$ cat config.mk
export PLATFORM = sky130hd
export DESIGN_NAME = serial_line_editor_tokenizer_flat
export DESIGN_NICKNAME = d
export VERILOG_FILES = /design/src/rtl/sle_pkg.sv /design/src/rtl/sle_if.sv /design/src/rtl/sle_datapath.sv /design/src/rtl/sle_ctrl.sv /design/src/rtl/serial_line_editor_tokenizer.sv /design/src/flat_wrapper.sv
export SDC_FILE = /design/constraint.sdc
export NUM_CORES = 2
export LEC_CHECK = 0
export BUFFER_PORTS_ARGS = -buffer_cell sky130_fd_sc_hd__buf_2
export CORE_MARGIN = 10
export CORE_UTILIZATION = 30
export DETAILED_ROUTE_END_ITERATION = 7
export SYNTH_ARGS = -nofsm -noshare
export SYNTH_HDL_FRONTEND = slang
export SYNTH_SLANG_ARGS = --single-unit
$ cat constraint.sdc
create_clock -name clk_i -period 14.45 [get_ports clk_i]
set_input_delay 3.6125 -clock clk_i [delete_from_list [all_inputs] [get_ports clk_i]]
set_output_delay 3.6125 -clock clk_i [all_outputs]
set_load 0.005 [all_outputs]
$ cat src/rtl/sle_pkg.sv
// Shared types, character codes and echo tables of the serial line editor.
package sle_pkg;

  typedef enum logic [1:0] {
    CMD_BYTE    = 2'd0,
    CMD_RELEASE = 2'd1,
    CMD_READ    = 2'd2,
    CMD_NONE    = 2'd3
  } sle_cmd_e;

  typedef enum logic [1:0] {
    KIND_ECHO    = 2'd0,
    KIND_ARG     = 2'd1,
    KIND_SUMMARY = 2'd2,
    KIND_READ    = 2'd3
  } sle_kind_e;

  typedef enum logic [2:0] {
    CLS_EOL,
    CLS_IGNORE,
    CLS_DEL,
    CLS_ETX,
    CLS_ESC,
    CLS_PRINT
  } sle_class_e;

  typedef enum logic [2:0] {
    SEQ_PROMPT,
    SEQ_NL_PROMPT,
    SEQ_CTRLC,
    SEQ_ERASE,
    SEQ_BELL
  } sle_seq_e;

  typedef enum logic [2:0] {
    SRC_ROM,
    SRC_CHAR,
    SRC_ARG,
    SRC_SUM,
    SRC_READ
  } sle_src_e;

  localparam logic [7:0] KEY_NUL   = 8'h00;
  localparam logic [7:0] KEY_ETX   = 8'h03;
  localparam logic [7:0] KEY_BEL   = 8'h07;
  localparam logic [7:0] KEY_BS    = 8'h08;
  localparam logic [7:0] KEY_TAB   = 8'h09;
  localparam logic [7:0] KEY_LF    = 8'h0A;
  localparam logic [7:0] KEY_CR    = 8'h0D;
  localparam logic [7:0] KEY_ESC   = 8'h1B;
  localparam logic [7:0] KEY_SPACE = 8'h20;
  localparam logic [7:0] KEY_HASH  = 8'h23;
  localparam logic [7:0] KEY_SLASH = 8'h2F;
  localparam logic [7:0] KEY_C     = 8'h43;
  localparam logic [7:0] KEY_CARET = 8'h5E;
  localparam logic [7:0] KEY_TILDE = 8'h7E;
  localparam logic [7:0] KEY_DEL   = 8'h7F;

  localparam int ESC_SKIP = 2;

  // Echo text: "^C\n#/ " then "\b \b" then bell; sequences share the prompt tail.
  function automatic logic [7:0] echo_rom(input logic [3:0] idx);
    logic [7:0] ch;
    case (idx)
      4'd0:    ch = KEY_CARET;
      4'd1:    ch = KEY_C;
      4'd2:    ch = KEY_LF;
      4'd3:    ch = KEY_HASH;
      4'd4:    ch = KEY_SLASH;
      4'd5:    ch = KEY_SPACE;
      4'd6:    ch = KEY_BS;
      4'd7:    ch = KEY_SPACE;
      4'd8:    ch = KEY_BS;
      4'd9:    ch = KEY_BEL;
      default: ch = KEY_NUL;
    endcase
    return ch;
  endfunction

  function automatic logic [3:0] seq_start(input sle_seq_e seq);
    logic [3:0] s;
    case (seq)
      SEQ_PROMPT:    s = 4'd3;
      SEQ_NL_PROMPT: s = 4'd2;
      SEQ_CTRLC:     s = 4'd0;
      SEQ_ERASE:     s = 4'd6;
      SEQ_BELL:      s = 4'd9;
      default:       s = 4'd9;
    endcase
    return s;
  endfunction

  function automatic logic [2:0] seq_len(input sle_seq_e seq);
    logic [2:0] n;
    case (seq)
      SEQ_PROMPT:    n = 3'd3;
      SEQ_NL_PROMPT: n = 3'd4;
      SEQ_CTRLC:     n = 3'd6;
      SEQ_ERASE:     n = 3'd3;
      SEQ_BELL:      n = 3'd1;
      default:       n = 3'd1;
    endcase
    return n;
  endfunction

  // Controller to datapath.
  typedef struct packed {
    logic      take_item;
    logic      store_byte;
    logic      fill_dec;
    logic      fill_clr;
    logic      skip_load;
    logic      skip_dec;
    logic      lock;
    logic      unlock;
    logic      echo_start;
    sle_seq_e  echo_seq;
    logic      echo_next;
    logic      scan_init;
    logic      scan_active;
    logic      scan_step;
    logic      tok_start;
    logic      arg_done;
    logic      too_set;
    logic      out_load;
    sle_src_e  out_src;
    logic      out_last;
  } sle_ctl_t;

  // Datapath to controller.
  typedef struct packed {
    sle_cmd_e   cmd;
    sle_class_e cls;
    logic       is_lf;
    logic       accepting;
    logic       fill_zero;
    logic       fill_full;
    logic       skip_nz;
    logic       echo_last;
    logic       out_free;
    logic       at_end;
    logic       blank;
    logic       in_tok;
    logic       last_arg;
  } sle_stat_t;

  typedef struct packed {
    sle_kind_e  kind;
    logic [7:0] data_byte;
    logic [2:0] arg_index;
    logic [6:0] arg_start;
    logic [6:0] arg_length;
    logic [3:0] arg_count;
    logic       too_many;
    logic       last;
  } sle_res_t;

endpackage

$ cat src/rtl/sle_if.sv
// Valid/ready channel interfaces for the input and result words.
interface sle_in_if;
  logic       valid;
  logic       ready;
  logic [1:0] cmd;
  logic [7:0] rx_byte;
  logic [6:0] read_index;

  modport source (output valid, output cmd, output rx_byte, output read_index, input ready);
  modport sink   (input valid, input cmd, input rx_byte, input read_index, output ready);
endinterface

interface sle_out_if;
  logic       valid;
  logic       ready;
  logic [1:0] kind;
  logic [7:0] data_byte;
  logic [2:0] arg_index;
  logic [6:0] arg_start;
  logic [6:0] arg_length;
  logic [3:0] arg_count;
  logic       too_many;
  logic       last;

  modport source (output valid, output kind, output data_byte, output arg_index,
                  output arg_start, output arg_length, output arg_count,
                  output too_many, output last, input ready);
  modport sink   (input valid, input kind, input data_byte, input arg_index,
                  input arg_start, input arg_length, input arg_count,
                  input too_many, input last, output ready);
endinterface

$ cat src/rtl/sle_datapath.sv
// Datapath: line store, edit counters, echo sequencer, tokenizer and result register.
module sle_datapath #(
  parameter int LINE_DEPTH = 128,
  parameter int MAX_ARGS   = 8
) (
  input  logic             clk_i,
  input  logic             rst_ni,
  input  sle_pkg::sle_ctl_t  ctl_i,
  output sle_pkg::sle_stat_t stat_o,
  input  logic [1:0]       in_cmd_i,
  input  logic [7:0]       in_rx_byte_i,
  input  logic [6:0]       in_read_index_i,
  input  logic             out_ready_i,
  output logic             out_valid_o,
  output sle_pkg::sle_res_t  res_o
);
  import sle_pkg::*;

  localparam int PW = $clog2(LINE_DEPTH);
  localparam int NW = $clog2(MAX_ARGS + 1);
  localparam int IW = ((PW > 7) ? PW : 7) + 1;

  // Captured input word
  sle_cmd_e    item_cmd_q;
  logic [7:0]  item_byte_q;
  logic [6:0]  item_idx_q;

  // Edit state
  logic [PW-1:0] fill_q;
  logic [1:0]    skip_q;
  logic          accepting_q;

  // Echo sequencer
  logic [3:0] echo_ptr_q;
  logic [2:0] echo_left_q;

  // Tokenizer
  logic [PW-1:0] len_q;
  logic [PW-1:0] pos_q;
  logic [PW-1:0] start_q;
  logic [NW-1:0] n_q;
  logic          tok_q;
  logic          too_q;

  // Line store
  logic [7:0]    mem_q [LINE_DEPTH];
  logic [7:0]    rdata_q;
  logic [PW-1:0] rd_addr;
  logic [IW-1:0] idx_ext;
  logic          read_oob;

  sle_res_t res_d, res_q;
  logic     out_valid_q;
  sle_class_e cls;

  assign idx_ext  = IW'(item_idx_q);
  assign read_oob = idx_ext >= IW'(LINE_DEPTH);

  always_comb begin
    if (ctl_i.scan_init) begin
      rd_addr = '0;
    end else if (ctl_i.scan_active) begin
      rd_addr = ctl_i.scan_step ? pos_q + PW'(1) : pos_q;
    end else begin
      rd_addr = idx_ext[PW-1:0];
    end
  end

  always_ff @(posedge clk_i) begin
    if (ctl_i.store_byte) begin
      mem_q[fill_q] <= item_byte_q;
    end
    rdata_q <= mem_q[rd_addr];
  end

  always_comb begin
    case (item_byte_q)
      KEY_CR, KEY_LF:     cls = CLS_EOL;
      KEY_TAB, KEY_TILDE: cls = CLS_IGNORE;
      KEY_DEL:            cls = CLS_DEL;
      KEY_ETX:            cls = CLS_ETX;
      KEY_ESC:            cls = CLS_ESC;
      default:            cls = CLS_PRINT;
    endcase
  end

  always_comb begin
    stat_o.cmd       = item_cmd_q;
    stat_o.cls       = cls;
    stat_o.is_lf     = item_byte_q == KEY_LF;
    stat_o.accepting = accepting_q;
    stat_o.fill_zero = fill_q == '0;
    stat_o.fill_full = fill_q == PW'(LINE_DEPTH - 1);
    stat_o.skip_nz   = skip_q != '0;
    stat_o.echo_last = echo_left_q == 3'd1;
    stat_o.out_free  = !out_valid_q || out_ready_i;
    stat_o.at_end    = (pos_q >= len_q) || (rdata_q == KEY_NUL);
    stat_o.blank     = (rdata_q == KEY_SPACE) || (rdata_q == KEY_TAB);
    stat_o.in_tok    = tok_q;
    stat_o.last_arg  = n_q == NW'(MAX_ARGS - 1);
  end

  // Control registers
  always_ff @(posedge clk_i or negedge rst_ni) begin
    if (!rst_ni) begin
      fill_q      <= '0;
      skip_q      <= '0;
      accepting_q <= 1'b1;
      out_valid_q <= 1'b0;
    end else begin
      if (ctl_i.store_byte) begin
        fill_q <= fill_q + PW'(1);
      end else if (ctl_i.fill_dec) begin
        fill_q <= fill_q - PW'(1);
      end else if (ctl_i.fill_clr) begin
        fill_q <= '0;
      end
      if (ctl_i.skip_load) begin
        skip_q <= 2'(ESC_SKIP);
      end else if (ctl_i.skip_dec) begin
        skip_q <= skip_q - 2'd1;
      end
      if (ctl_i.lock) begin
        accepting_q <= 1'b0;
      end else if (ctl_i.unlock) begin
        accepting_q <= 1'b1;
      end
      if (ctl_i.out_load) begin
        out_valid_q <= 1'b1;
      end else if (out_ready_i) begin
        out_valid_q <= 1'b0;
      end
    end
  end

  // Payload registers
  always_ff @(posedge clk_i) begin
    if (ctl_i.take_item) begin
      item_cmd_q  <= sle_cmd_e'(in_cmd_i);
      item_byte_q <= in_rx_byte_i;
      item_idx_q  <= in_read_index_i;
    end
    if (ctl_i.echo_start) begin
      echo_ptr_q  <= seq_start(ctl_i.echo_seq);
      echo_left_q <= seq_len(ctl_i.echo_seq);
    end else if (ctl_i.echo_next) begin
      echo_ptr_q  <= echo_ptr_q + 4'd1;
      echo_left_q <= echo_left_q - 3'd1;
    end
    if (ctl_i.scan_init) begin
      len_q <= fill_q;
      pos_q <= '0;
      n_q   <= '0;
      tok_q <= 1'b0;
      too_q <= 1'b0;
    end else begin
      if (ctl_i.scan_step) begin
        pos_q <= pos_q + PW'(1);
      end
      if (ctl_i.tok_start) begin
        start_q <= pos_q;
        tok_q   <= 1'b1;
      end else if (ctl_i.arg_done) begin
        tok_q <= 1'b0;
        n_q   <= n_q + NW'(1);
      end
      if (ctl_i.too_set) begin
        too_q <= 1'b1;
      end
    end
    if (ctl_i.out_load) begin
      res_q <= res_d;
    end
  end

  always_comb begin
    res_d      = '0;
    res_d.last = ctl_i.out_last;
    case (ctl_i.out_src)
      SRC_ROM: begin
        res_d.kind      = KIND_ECHO;
        res_d.data_byte = echo_rom(echo_ptr_q);
      end
      SRC_CHAR: begin
        res_d.kind      = KIND_ECHO;
        res_d.data_byte = item_byte_q;
      end
      SRC_ARG: begin
        res_d.kind       = KIND_ARG;
        res_d.arg_index  = 3'(n_q);
        res_d.arg_start  = 7'(start_q);
        res_d.arg_length = 7'(pos_q - start_q);
      end
      SRC_SUM: begin
        res_d.kind      = KIND_SUMMARY;
        res_d.arg_count = 4'(n_q);
        res_d.too_many  = too_q;
      end
      SRC_READ: begin
        res_d.kind      = KIND_READ;
        res_d.data_byte = read_oob ? KEY_NUL : rdata_q;
      end
      default: res_d.kind = KIND_ECHO;
    endcase
  end

  assign out_valid_o = out_valid_q;
  assign res_o       = res_q;

endmodule

$ cat src/rtl/sle_ctrl.sv
// Controller: sequences decode, echo, buffer read and the line-end argument scan.
module sle_ctrl (
  input  logic               clk_i,
  input  logic               rst_ni,
  input  logic               in_valid_i,
  output logic               in_ready_o,
  input  sle_pkg::sle_stat_t stat_i,
  output sle_pkg::sle_ctl_t  ctl_o
);
  import sle_pkg::*;

  typedef enum logic [2:0] {
    ST_IDLE,
    ST_DECODE,
    ST_ECHO,
    ST_CHAR,
    ST_READ,
    ST_SCAN,
    ST_SUM
  } state_e;

  state_e   state_q, state_d;
  sle_ctl_t ctl;

  assign in_ready_o = state_q == ST_IDLE;
  assign ctl_o      = ctl;

  always_comb begin
    state_d = state_q;
    ctl     = '0;
    case (state_q)
      ST_IDLE: begin
        if (in_valid_i) begin
          ctl.take_item = 1'b1;
          state_d       = ST_DECODE;
        end
      end

      ST_DECODE: begin
        case (stat_i.cmd)
          CMD_RELEASE: begin
            ctl.unlock     = 1'b1;
            ctl.echo_start = 1'b1;
            ctl.echo_seq   = SEQ_PROMPT;
            state_d        = ST_ECHO;
          end
          CMD_READ: state_d = ST_READ;
          CMD_BYTE: begin
            state_d = ST_IDLE;
            if (!stat_i.accepting || (stat_i.fill_full && !stat_i.is_lf)) begin
              state_d = ST_IDLE;
            end else if (stat_i.skip_nz) begin
              ctl.skip_dec = 1'b1;
            end else begin
              case (stat_i.cls)
                CLS_EOL: begin
                  if (stat_i.fill_zero) begin
                    ctl.echo_start = 1'b1;
                    ctl.echo_seq   = SEQ_NL_PROMPT;
                    state_d        = ST_ECHO;
                  end else begin
                    ctl.lock      = 1'b1;
                    ctl.scan_init = 1'b1;
                    ctl.fill_clr  = 1'b1;
                    state_d       = ST_SCAN;
                  end
                end
                CLS_DEL: begin
                  ctl.echo_start = 1'b1;
                  if (stat_i.fill_zero) begin
                    ctl.echo_seq = SEQ_BELL;
                  end else begin
                    ctl.echo_seq = SEQ_ERASE;
                    ctl.fill_dec = 1'b1;
                  end
                  state_d = ST_ECHO;
                end
                CLS_ETX: begin
                  ctl.fill_clr   = 1'b1;
                  ctl.echo_start = 1'b1;
                  ctl.echo_seq   = SEQ_CTRLC;
                  state_d        = ST_ECHO;
                end
                CLS_ESC:    ctl.skip_load = 1'b1;
                CLS_PRINT: begin
                  ctl.store_byte = 1'b1;
                  state_d        = ST_CHAR;
                end
                default: state_d = ST_IDLE;
              endcase
            end
          end
          default: state_d = ST_IDLE;
        endcase
      end

      ST_ECHO: begin
        if (stat_i.out_free) begin
          ctl.out_load  = 1'b1;
          ctl.out_src   = SRC_ROM;
          ctl.out_last  = stat_i.echo_last;
          ctl.echo_next = 1'b1;
          if (stat_i.echo_last) begin
            state_d = ST_IDLE;
          end
        end
      end

      ST_CHAR: begin
        if (stat_i.out_free) begin
          ctl.out_load = 1'b1;
          ctl.out_src  = SRC_CHAR;
          ctl.out_last = 1'b1;
          state_d      = ST_IDLE;
        end
      end

      ST_READ: begin
        if (stat_i.out_free) begin
          ctl.out_load = 1'b1;
          ctl.out_src  = SRC_READ;
          ctl.out_last = 1'b1;
          state_d      = ST_IDLE;
        end
      end

      ST_SCAN: begin
        ctl.scan_active = 1'b1;
        ctl.out_src     = SRC_ARG;
        if (stat_i.at_end) begin
          if (!stat_i.in_tok) begin
            state_d = ST_SUM;
          end else if (stat_i.out_free) begin
            ctl.out_load = 1'b1;
            ctl.arg_done = 1'b1;
            state_d      = ST_SUM;
          end
        end else if (stat_i.in_tok && stat_i.blank) begin
          if (stat_i.out_free) begin
            ctl.out_load = 1'b1;
            ctl.arg_done = 1'b1;
            if (stat_i.last_arg) begin
              ctl.too_set = 1'b1;
              state_d     = ST_SUM;
            end else begin
              ctl.scan_step = 1'b1;
            end
          end
        end else begin
          ctl.tok_start = !stat_i.in_tok && !stat_i.blank;
          ctl.scan_step = 1'b1;
        end
      end

      ST_SUM: begin
        if (stat_i.out_free) begin
          ctl.out_load = 1'b1;
          ctl.out_src  = SRC_SUM;
          ctl.out_last = 1'b1;
          state_d      = ST_IDLE;
        end
      end

      default: state_d = ST_IDLE;
    endcase
  end

  always_ff @(posedge clk_i or negedge rst_ni) begin
    if (!rst_ni) begin
      state_q <= ST_IDLE;
    end else begin
      state_q <= state_d;
    end
  end

endmodule

$ cat src/rtl/serial_line_editor_tokenizer.sv
// Top level of the serial line editor with blank-separated argument tokenizer.
//
// One input word at a time: a received byte, a release of a finished line or a read of
// one line-buffer byte. A byte is decoded and then sends its result words, if any (echo
// characters, at most six); a buffer read sends a single result word. A line end
// starts the argument scan, which walks the line store at one byte per cycle, unless
// the sink holds ready low, through its single registered read port. The last result
// word waits in the output register while the next input word is already taken.
// After a non-empty line the editor stays locked (bytes are dropped silently) until a
// release word arrives; the stored line stays readable until new bytes overwrite it.
module serial_line_editor_tokenizer #(
  parameter int LINE_DEPTH = 128,
  parameter int MAX_ARGS   = 8
) (
  input  logic      clk_i,
  input  logic      rst_ni,
  sle_in_if.sink    in_i,
  sle_out_if.source out_o
);
  import sle_pkg::*;

  sle_ctl_t  ctl;
  sle_stat_t stat;
  sle_res_t  res;
  logic      in_ready;
  logic      out_valid;

  // Sequencer: owns the handshake on the input side and every datapath command.
  sle_ctrl u_ctrl (
    .clk_i      (clk_i),
    .rst_ni     (rst_ni),
    .in_valid_i (in_i.valid),
    .in_ready_o (in_ready),
    .stat_i     (stat),
    .ctl_o      (ctl)
  );

  // Line store, counters, tokenizer and the output register.
  sle_datapath #(
    .LINE_DEPTH (LINE_DEPTH),
    .MAX_ARGS   (MAX_ARGS)
  ) u_datapath (
    .clk_i           (clk_i),
    .rst_ni          (rst_ni),
    .ctl_i           (ctl),
    .stat_o          (stat),
    .in_cmd_i        (in_i.cmd),
    .in_rx_byte_i    (in_i.rx_byte),
    .in_read_index_i (in_i.read_index),
    .out_ready_i     (out_o.ready),
    .out_valid_o     (out_valid),
    .res_o           (res)
  );

  assign in_i.ready       = in_ready;
  assign out_o.valid      = out_valid;
  assign out_o.kind       = res.kind;
  assign out_o.data_byte  = res.data_byte;
  assign out_o.arg_index  = res.arg_index;
  assign out_o.arg_start  = res.arg_start;
  assign out_o.arg_length = res.arg_length;
  assign out_o.arg_count  = res.arg_count;
  assign out_o.too_many   = res.too_many;
  assign out_o.last       = res.last;

  // One word in flight: taking a word closes the input until its work is done.
  a_single_item : assert property (@(posedge clk_i) disable iff (!rst_ni)
    (in_i.valid && in_i.ready) |=> !in_i.ready)
    else $error("input taken while a word is still being worked on");

  // Overflow flag only comes with a full argument count.
  a_too_many_full : assert property (@(posedge clk_i) disable iff (!rst_ni)
    (out_o.valid && out_o.too_many) |-> (out_o.kind == KIND_SUMMARY &&
                                         out_o.arg_count == 4'(MAX_ARGS)))
    else $error("too_many set without a full argument count");

  // An argument always holds at least one non-blank byte.
  a_arg_nonempty : assert property (@(posedge clk_i) disable iff (!rst_ni)
    (out_o.valid && out_o.kind == KIND_ARG) |-> (out_o.arg_length != 7'd0 &&
                                                 !out_o.last))
    else $error("empty argument record or argument marked last");

endmodule
$ cat src/flat_wrapper.sv
// flat-port wrapper written by rule: the top's interface ports become plain ports
module serial_line_editor_tokenizer_flat import sle_pkg::*;
#(
  parameter int LINE_DEPTH = 128,
  parameter int MAX_ARGS   = 8
)
  (clk_i, rst_ni, in_i_valid, in_i_cmd, in_i_rx_byte, in_i_read_index, in_i_ready, out_o_valid, out_o_kind, out_o_data_byte, out_o_arg_index, out_o_arg_start, out_o_arg_length, out_o_arg_count, out_o_too_many, out_o_last, out_o_ready);
  sle_in_if in_i_i ();
  sle_out_if out_o_i ();
  input  logic clk_i;
  input  logic rst_ni;
  input wire logic [$bits(in_i_i.valid)-1:0] in_i_valid;
  input wire logic [$bits(in_i_i.cmd)-1:0] in_i_cmd;
  input wire logic [$bits(in_i_i.rx_byte)-1:0] in_i_rx_byte;
  input wire logic [$bits(in_i_i.read_index)-1:0] in_i_read_index;
  output wire logic [$bits(in_i_i.ready)-1:0] in_i_ready;
  output wire logic [$bits(out_o_i.valid)-1:0] out_o_valid;
  output wire logic [$bits(out_o_i.kind)-1:0] out_o_kind;
  output wire logic [$bits(out_o_i.data_byte)-1:0] out_o_data_byte;
  output wire logic [$bits(out_o_i.arg_index)-1:0] out_o_arg_index;
  output wire logic [$bits(out_o_i.arg_start)-1:0] out_o_arg_start;
  output wire logic [$bits(out_o_i.arg_length)-1:0] out_o_arg_length;
  output wire logic [$bits(out_o_i.arg_count)-1:0] out_o_arg_count;
  output wire logic [$bits(out_o_i.too_many)-1:0] out_o_too_many;
  output wire logic [$bits(out_o_i.last)-1:0] out_o_last;
  input wire logic [$bits(out_o_i.ready)-1:0] out_o_ready;
  assign in_i_i.valid = in_i_valid;
  assign in_i_i.cmd = in_i_cmd;
  assign in_i_i.rx_byte = in_i_rx_byte;
  assign in_i_i.read_index = in_i_read_index;
  assign in_i_ready = in_i_i.ready;
  assign out_o_valid = out_o_i.valid;
  assign out_o_kind = out_o_i.kind;
  assign out_o_data_byte = out_o_i.data_byte;
  assign out_o_arg_index = out_o_i.arg_index;
  assign out_o_arg_start = out_o_i.arg_start;
  assign out_o_arg_length = out_o_i.arg_length;
  assign out_o_arg_count = out_o_i.arg_count;
  assign out_o_too_many = out_o_i.too_many;
  assign out_o_last = out_o_i.last;
  assign out_o_i.ready = out_o_ready;
  serial_line_editor_tokenizer #(.LINE_DEPTH(LINE_DEPTH), .MAX_ARGS(MAX_ARGS)) u_core (.clk_i(clk_i), .rst_ni(rst_ni), .in_i(in_i_i), .out_o(out_o_i));
endmodule
== Word-level counts from Yosys, hierarchy flattened ==
Memory sizes are Yosys's and may differ from the RTL's. A register that Yosys moved wholly into a read port is not among the register bits.
Cells that the tools add are included.

* Memory bits (read-only): 112
* Register bits after elaboration: 98
* Bits in writable memories: 1024
* Logic and storage cells: 199
* Input bits: 21
* Output and inout port bits: 35
* Memories kept: 2

* Reduce and logical (&&, ||, !) cells: 34
* Muxes and demuxes: 88
* Bitwise logic cells: 2
* Eq/ne operators: 39
* Magnitude comparators: 2
* Add/subtract/negate cells: 8

{| class="wikitable"
|+ Memory list
! name !! words !! width !! read ports !! clocked after memory_dff !! wr ports !! line !! RTL
|-
| u_core.u_datapath.mem_q || 128 || 8 || 1 || 1 || 1 || sle_datapath.sv:46 || <nowiki>logic [7:0] mem_q [LINE_DEPTH];</nowiki>
|-
| (no name shown) || 16 || 7 || 1 || 1 || 0 || sle_pkg.sv:64 || <nowiki>case (idx)</nowiki>
|}

{| class="wikitable"
|+ Operator list
! operator !! count
|-
| 3-bit two-way mux || 18
|-
| 7-bit two-way mux || 6
|-
| 8-bit by 4-bit == test with 1-bit output (second input constant) || 4
|-
| 1-bit two-way mux || 32
|-
| 3-bit case mux with 5 select lines || 2
|-
| 4-bit two-way mux || 7
|-
| 3-bit case mux with 3 select lines || 3
|-
| 5-bit two-way mux || 5
|-
| 3-bit by 2-bit == test with 1-bit output (second input constant) || 8
|-
| 8-bit case mux with 3 select lines || 1
|-
| 4-bit case mux with 5 select lines || 1
|-
| 3-bit == test (second input constant) || 6
|-
| 8-bit by 7-bit == test with 1-bit output (second input constant) || 2
|-
| 4-bit case mux with 4 select lines || 1
|-
| 7-bit by 1-bit adder with 7-bit output (second input constant) || 2
|-
| 3-bit by 1-bit == test with 1-bit output (second input constant) || 4
|-
| 3-bit logical NOT || 4
|-
| 6-bit two-way mux || 2
|-
| 4-bit case mux with 3 select lines || 1
|-
| 2-bit nonzero test || 6
|-
| 11-bit two-way mux || 1
|-
| 4-bit by 1-bit adder with 4-bit output (second input constant) || 2
|-
| 8-bit by 2-bit == test with 1-bit output (second input constant) || 1
|-
| 8-bit by 5-bit == test with 1-bit output (second input constant) || 1
|-
| 33 further kinds || 53
|}

== Longest topological paths before layout ==
* Word-level depth: 13
* Depth in mapped cells: 19
* Mapped depth without buffers: 14

== Modules after synthesis ==
Synthesis repeated with hierarchy kept, for this count alone.

* Cells, all modules: 3272
* Area, all modules: 46841.2 um^2

{| class="wikitable"
|+ By module, submodules not included
! module !! times used !! area an instance (um^2) !! sequential area each (um^2) !! cells each
|-
| sle_datapath || 1 || 46231.8 || 33718.6 || 3189
|-
| sle_ctrl || 1 || 609.3 || 75.1 || 83
|}

== Worst setup path after synthesis ==
OpenSTA, ideal clock, no wires.

* Kind: input to register
* From: input out_o_ready
* To: register u_core.u_datapath.rdata_q[4], read port of u_core.u_datapath.mem_q
* Buffers on the path: 2
* Stages on the path: 13
* Path slack: 8041 ps
* Data arrival time: 6293 ps
* Library setup time: 117 ps
* Data required time: 14333 ps
* Cells stage by stage: nand2b_1 > and2_1 > nor2_1 > buf_2 > or4_1 > a31oi_1 > and2_1 > clkbuf_1 > nor2_1 > o211ai_2 > a21oi_1 > or4_1 > a22o_1

* Longest elaborated chain between the ends: 8

{| class="wikitable"
|+ RTL lines
! element !! line !! RTL
|-
| start, declared || flat_wrapper.sv:26 || <nowiki>input wire logic [$bits(out_o_i.ready)-1:0] out_o_ready;</nowiki>
|-
| 1-bit logical OR || sle_datapath.sv:96 || <nowiki>stat_o.out_free = !out_valid_q || out_ready_i;</nowiki>
|-
| 1-bit two-way mux || sle_ctrl.sv:139 || <nowiki>if (stat_i.out_free) begin</nowiki>
|-
| 1-bit two-way mux || sle_ctrl.sv:138 || <nowiki>end else if (stat_i.in_tok && stat_i.blank) begin</nowiki>
|-
| 2-bit two-way mux || sle_ctrl.sv:130 || <nowiki>if (stat_i.at_end) begin</nowiki>
|-
| 5-bit two-way mux || sle_ctrl.sv:31 || <nowiki>case (state_q)</nowiki>
|-
| 7-bit two-way mux || - ||
|-
| 7-bit two-way mux || sle_datapath.sv:62 || <nowiki>end else if (ctl_i.scan_active) begin</nowiki>
|-
| 7-bit two-way mux || sle_datapath.sv:60 || <nowiki>if (ctl_i.scan_init) begin</nowiki>
|-
| end, declared || sle_datapath.sv:47 || <nowiki>logic [7:0] rdata_q;</nowiki>
|}

No other way between the ends.
A chain may end at the register's enable or synchronous reset.

== Final worst setup path ==
* From: input out_o_ready
* To: register u_core.u_datapath.rdata_q[7], read port of u_core.u_datapath.mem_q

Same word-level chain as after synthesis.

==> metrics.md <==
| Metric | Value |
|---|---|
| Die ar. | 0.172 sq mm |
| Clock transition at the registers of the reported paths | 0.06 ns |
| Synth top area share | 70.2% |
| Total grt overflow | 0 |
| Met3 usage | 3.18% |
| Syn. warnings | 0 |
| Initial DRC count | 4354 |
| Vias per cell | 5.38 |
| Stages on the worst setup path | 15 |
| # setup viols final | 0 |
| Synth Cell Area | 0.0469 sq mm |
| Tightest Pin Transition | 1.17 ns |
| GRT busiest layer | met2 |
| Max Clk Rate | 115 MHz |
| Critical Path AT | 9.23 ns |
| Crit path from | out_o_ready |
| TritonCTS Buffers | 112 |
| Post-Layout Inst Area | 0.0531 sq mm |
| Ys async rst share | 1.23% |
| CP Max Fanout | 74 |
| Deepest clock path buffer count | 3 |
| GRT Total Usage | 15.4% |
| CORE AREA | 0.155 sq mm |
| Largest net degree at the start of global routing | 160 |
| H-tree levels | 3 |
| RSZ-0062 raised after global routing | false |
| Max-cap violations | 0 |
| Die Height | 415 um |
| WL/cell | 24.5 um |
| Initial antenna violation count | 4 |
| Critical setup path kind | primary input to flop |
| Status | completed |
| Post-synth EDFFs | 1095 |
| Top Ports | 56 |
| Post-synthesis register bit count | 1137 |
| Syn_area_per_cell | 13.3 sq um |
| Prevailing post-synth register cell | edfxtp_1 |
| Initial DRT Pass Iterations | 8 |
| Syn Inst Count | 3534 |
| RePlAce Congestion | 0.853 |
| Synthesis-to-layout area growth | 13.2% |
| R2r worst-path depth | 14 |
| PD cells | 173 mW/mm^2 |
| Setup TNS | 0 ns |
| Post-route clock skew | 0.0298 ns |
| Worst Setup EP | u_core.u_datapath.rdata_q[7] |
| Worst R2R Start | u_core.u_datapath.item_byte_q[4] |
| Leakage | 17.6 nW |
| Top cells by area, synth | edfxtp_1, nand2_1, nand3_1 |
| Initial core utilization | 30.3% |
| Yosys top cell by area | edfxtp_1 |
| Via count | 30600 |
| Number of fill cells | 14800 |
| Crit. End Element | flop |
| Min-delay worst type | flop to flop |
| Die width | 415 um |
| FF-to-FF setup slack | 7.62 ns |
| Synthesized Nets | 3578 |
| Final WL | 139000 um |
| DP HPWL | 81600 um |
| Switch share | 32.4% |
| CTS tree | built |
| Crit-path max cell delay | 0.96 ns |
| Row Count | 144 |
| DRC | 0 |
| P_sw | 2.98 mW |
| Crit path launch type | primary input |
| Max rail drop VDD | 0.128 mV |
| Final Hold Violating Endpoints | 0 |
| First-pass GRT wire length | 202000 um |
| R2R Path End | u_core.u_datapath.rdata_q[7] |
| Logic pwr share | 23.8% |
| Vias in the first global route | 28800 |
| Crit path max-delay family | simple AND/OR/NAND/NOR gates |
| Layout cells sized above 1 | 9.49% |
| Crit-path cells | buf_2 > nand2b_1 > and2_1 > nor2_1 > o211ai_1 > and2_4 > nand2_8 > buf_4 > buf_4 > mux2i_1 > o22ai_1 > a21oi_1 > nor4_1 > nor3_1 > nor4_1 |
| Remaining antenna violation count | 0 |
| Bufs and invs on worst path | 3 |
| WP data required | 14.99 ns |
| Post-placement cell area | 0.0493 sq mm |
| Antenna fix cells | 0 |
| Netlist cell types | 87 |
| Pint | 6.21 mW |
| Buffers added on ports | 55 |
| Clk network pwr share | 33.1% |
| Fin crit period | 8.69 ns |
| Post-synthesis sequential area ratio | 72.1% |
| Clock Tree Root | clkbuf_16 |
| Period utilization | 60.2% |
| Post-CTS Resized | 0 |
| Share of total power in sequential cells | 43.2% |
| Setup Buffers After CTS | 0 |
| Latest clock arrival within the worst-skew pair | 0.71 ns |
| Met1 global-route usage | 21.5% |
| Rel. slew slack | 21.5% |
| Layout net count | 3590 |
| Worst-path cell with the longest stage delay | nor3_1 |
| Grt met2 use | 23.6% |
| Hold-fix buffers, CTS | 0 |
| Clock sinks | 1137 |
| Max-slew violations | 0 |
[routing by layer]
layer  routed length, um  up-vias
li1                    -    13400
met4                5080        0
met2               62300     1681
met3               14400      285
met1               57300    15300
met5                   0        -
[logic make-up (layout without fill, tap and decap cells)]
family	Yosys count	in the layout	synth area share, %
AND/OR/NAND/NOR	1432	1432	13.6
AO/OA/AOI/OAI	556	556	8.34
buffers and inverters	261	364	2.70
flip-flops	1137	1137	72.1
adder cells (fa/ha/maj)	23	23	0.630
XOR/XNOR	19	19	0.355
multiplexers	106	106	2.30
[worst register-to-register path, cell delays in order (launching register included)]
cell and delay, ns:
edfxtp_1 0.32, buf_4 0.67, and4_1 0.43, and3_1 0.20
nand3_1 0.25, and3_1 0.37, nand2_4 0.20, buf_4 0.44
buf_4 0.64, nand2_1 0.75, buf_4 0.49, o211ai_1 0.39
o2111ai_1 0.38, nor3_1 1.03, nor4_1 0.11
[stage by stage]
stage               setup slack, ns  total power [mW]  util, %  std cells  hold slack, ns
global route                   5.59              9.50     34.3       5681           0.509
global placement               5.33              6.16     31.8       5476           0.460
finish                         5.76              9.19     34.3       5681           0.477
CTS                            5.94              9.20     34.3       5681           0.475
floorplan                      8.04              5.32        -       3534           0.423
detailed placement             5.19              6.18     31.8       5476           0.459
[cells in the mapped netlist (all sizes together) (13+ instances only)]
| cell | number |
|---|---|
| a211oi | 61 |
| a21oi | 120 |
| a221oi | 29 |
| a22oi | 14 |
| a311oi | 38 |
| a31oi | 64 |
| a32oi | 22 |
| and2 | 17 |
| and3 | 76 |
| buf | 135 |
| clkbuf | 88 |
| dfrtp | 13 |
| dfxtp | 28 |
| edfxtp | 1095 |
| ha | 22 |
| inv | 38 |
| mux2i | 94 |
| nand2 | 719 |
| nand3 | 206 |
| nand4 | 47 |
| nor2 | 237 |
| nor2b | 17 |
| nor3 | 50 |
| nor4 | 22 |
| o211ai | 22 |
| o21ai | 72 |
| o22ai | 20 |
[registers in the layout, indices dropped and copies added (netlist names), 4 cells and up, named ones only]
signal / count
u_core.u_datapath.echo_ptr_q: 4
u_core.u_datapath.fill_q: 7
u_core.u_datapath.item_byte_q: 8
u_core.u_datapath.item_idx_q: 7
u_core.u_datapath.len_q: 7
u_core.u_datapath.mem_q: 1024
u_core.u_datapath.n_q: 4
u_core.u_datapath.pos_q: 7
u_core.u_datapath.rdata_q: 8
u_core.u_datapath.res_o: 33
u_core.u_datapath.start_q: 7
[cell type report]
| class | count | area [sq um] | area share [%] |
|---|---|---|---|
| clock buffers | 143 | 3070 | 5.78 |
| clock inverters | 62 | 743 | 1.40 |
| inverters | 38 | 143 | 0.269 |
| multi-input cells | 2136 | 11900 | 22.5 |
| flip-flops and latches | 1137 | 33800 | 63.7 |
| well taps | 2044 | 2560 | 4.82 |
| repair buffers | 121 | 846 | 1.59 |
[cell usage in the layout, fill, tap and decap left out, drive strengths merged, types with 8 or more instances in the layout]
master	count
clkinv	39
xor2	9
inv	42
bufinv	15
a31oi	64
nand4	47
a221o	9
a211oi	61
o21ai	72
nor2b	17
and2	17
clkbuf	143
and3	76
ha	22
mux2	12
edfxtp	1095
o2111ai	8
nand2b	12
o22ai	20
a22oi	14
nand2	719
a32oi	22
dfrtp	13
a21oi	120
a32o	8
a311oi	38
xnor2	10
a221oi	29
nor3	50
mux2i	94
nand3	206
nor4	22
buf	121
dfxtp	28
o211ai	22
nor2	237
[how the worst min path moves through the flow]
stage / start / end / slack (ns) / cells after the start
after CTS: u_core.u_datapath.too_q / u_core.u_datapath.too_q / 0.48 / 2
after detailed placement: u_core.u_datapath.too_q / u_core.u_datapath.too_q / 0.46 / 2
after global placement: u_core.u_datapath.too_q / u_core.u_datapath.too_q / 0.46 / 2
after global routing: u_core.u_datapath.too_q / u_core.u_datapath.too_q / 0.51 / 2
after floorplan: u_core.u_datapath.fill_q[3] / u_core.u_datapath.len_q[3] / 0.42 / 0
final: u_core.u_datapath.too_q / u_core.u_datapath.too_q / 0.48 / 2
[power groups by stage]
stage               logic [mW]  registers, mW  clock network (mW)
floorplan                 1.25           4.07                   0
global placement          2.13           4.03                   0
detailed placement        2.15           4.03                   0
CTS                       2.16           3.96                3.08
global route              2.32           3.97                3.21
finish                    2.18           3.97                3.04
No activity file was read; power rests on OpenSTA's default activity.
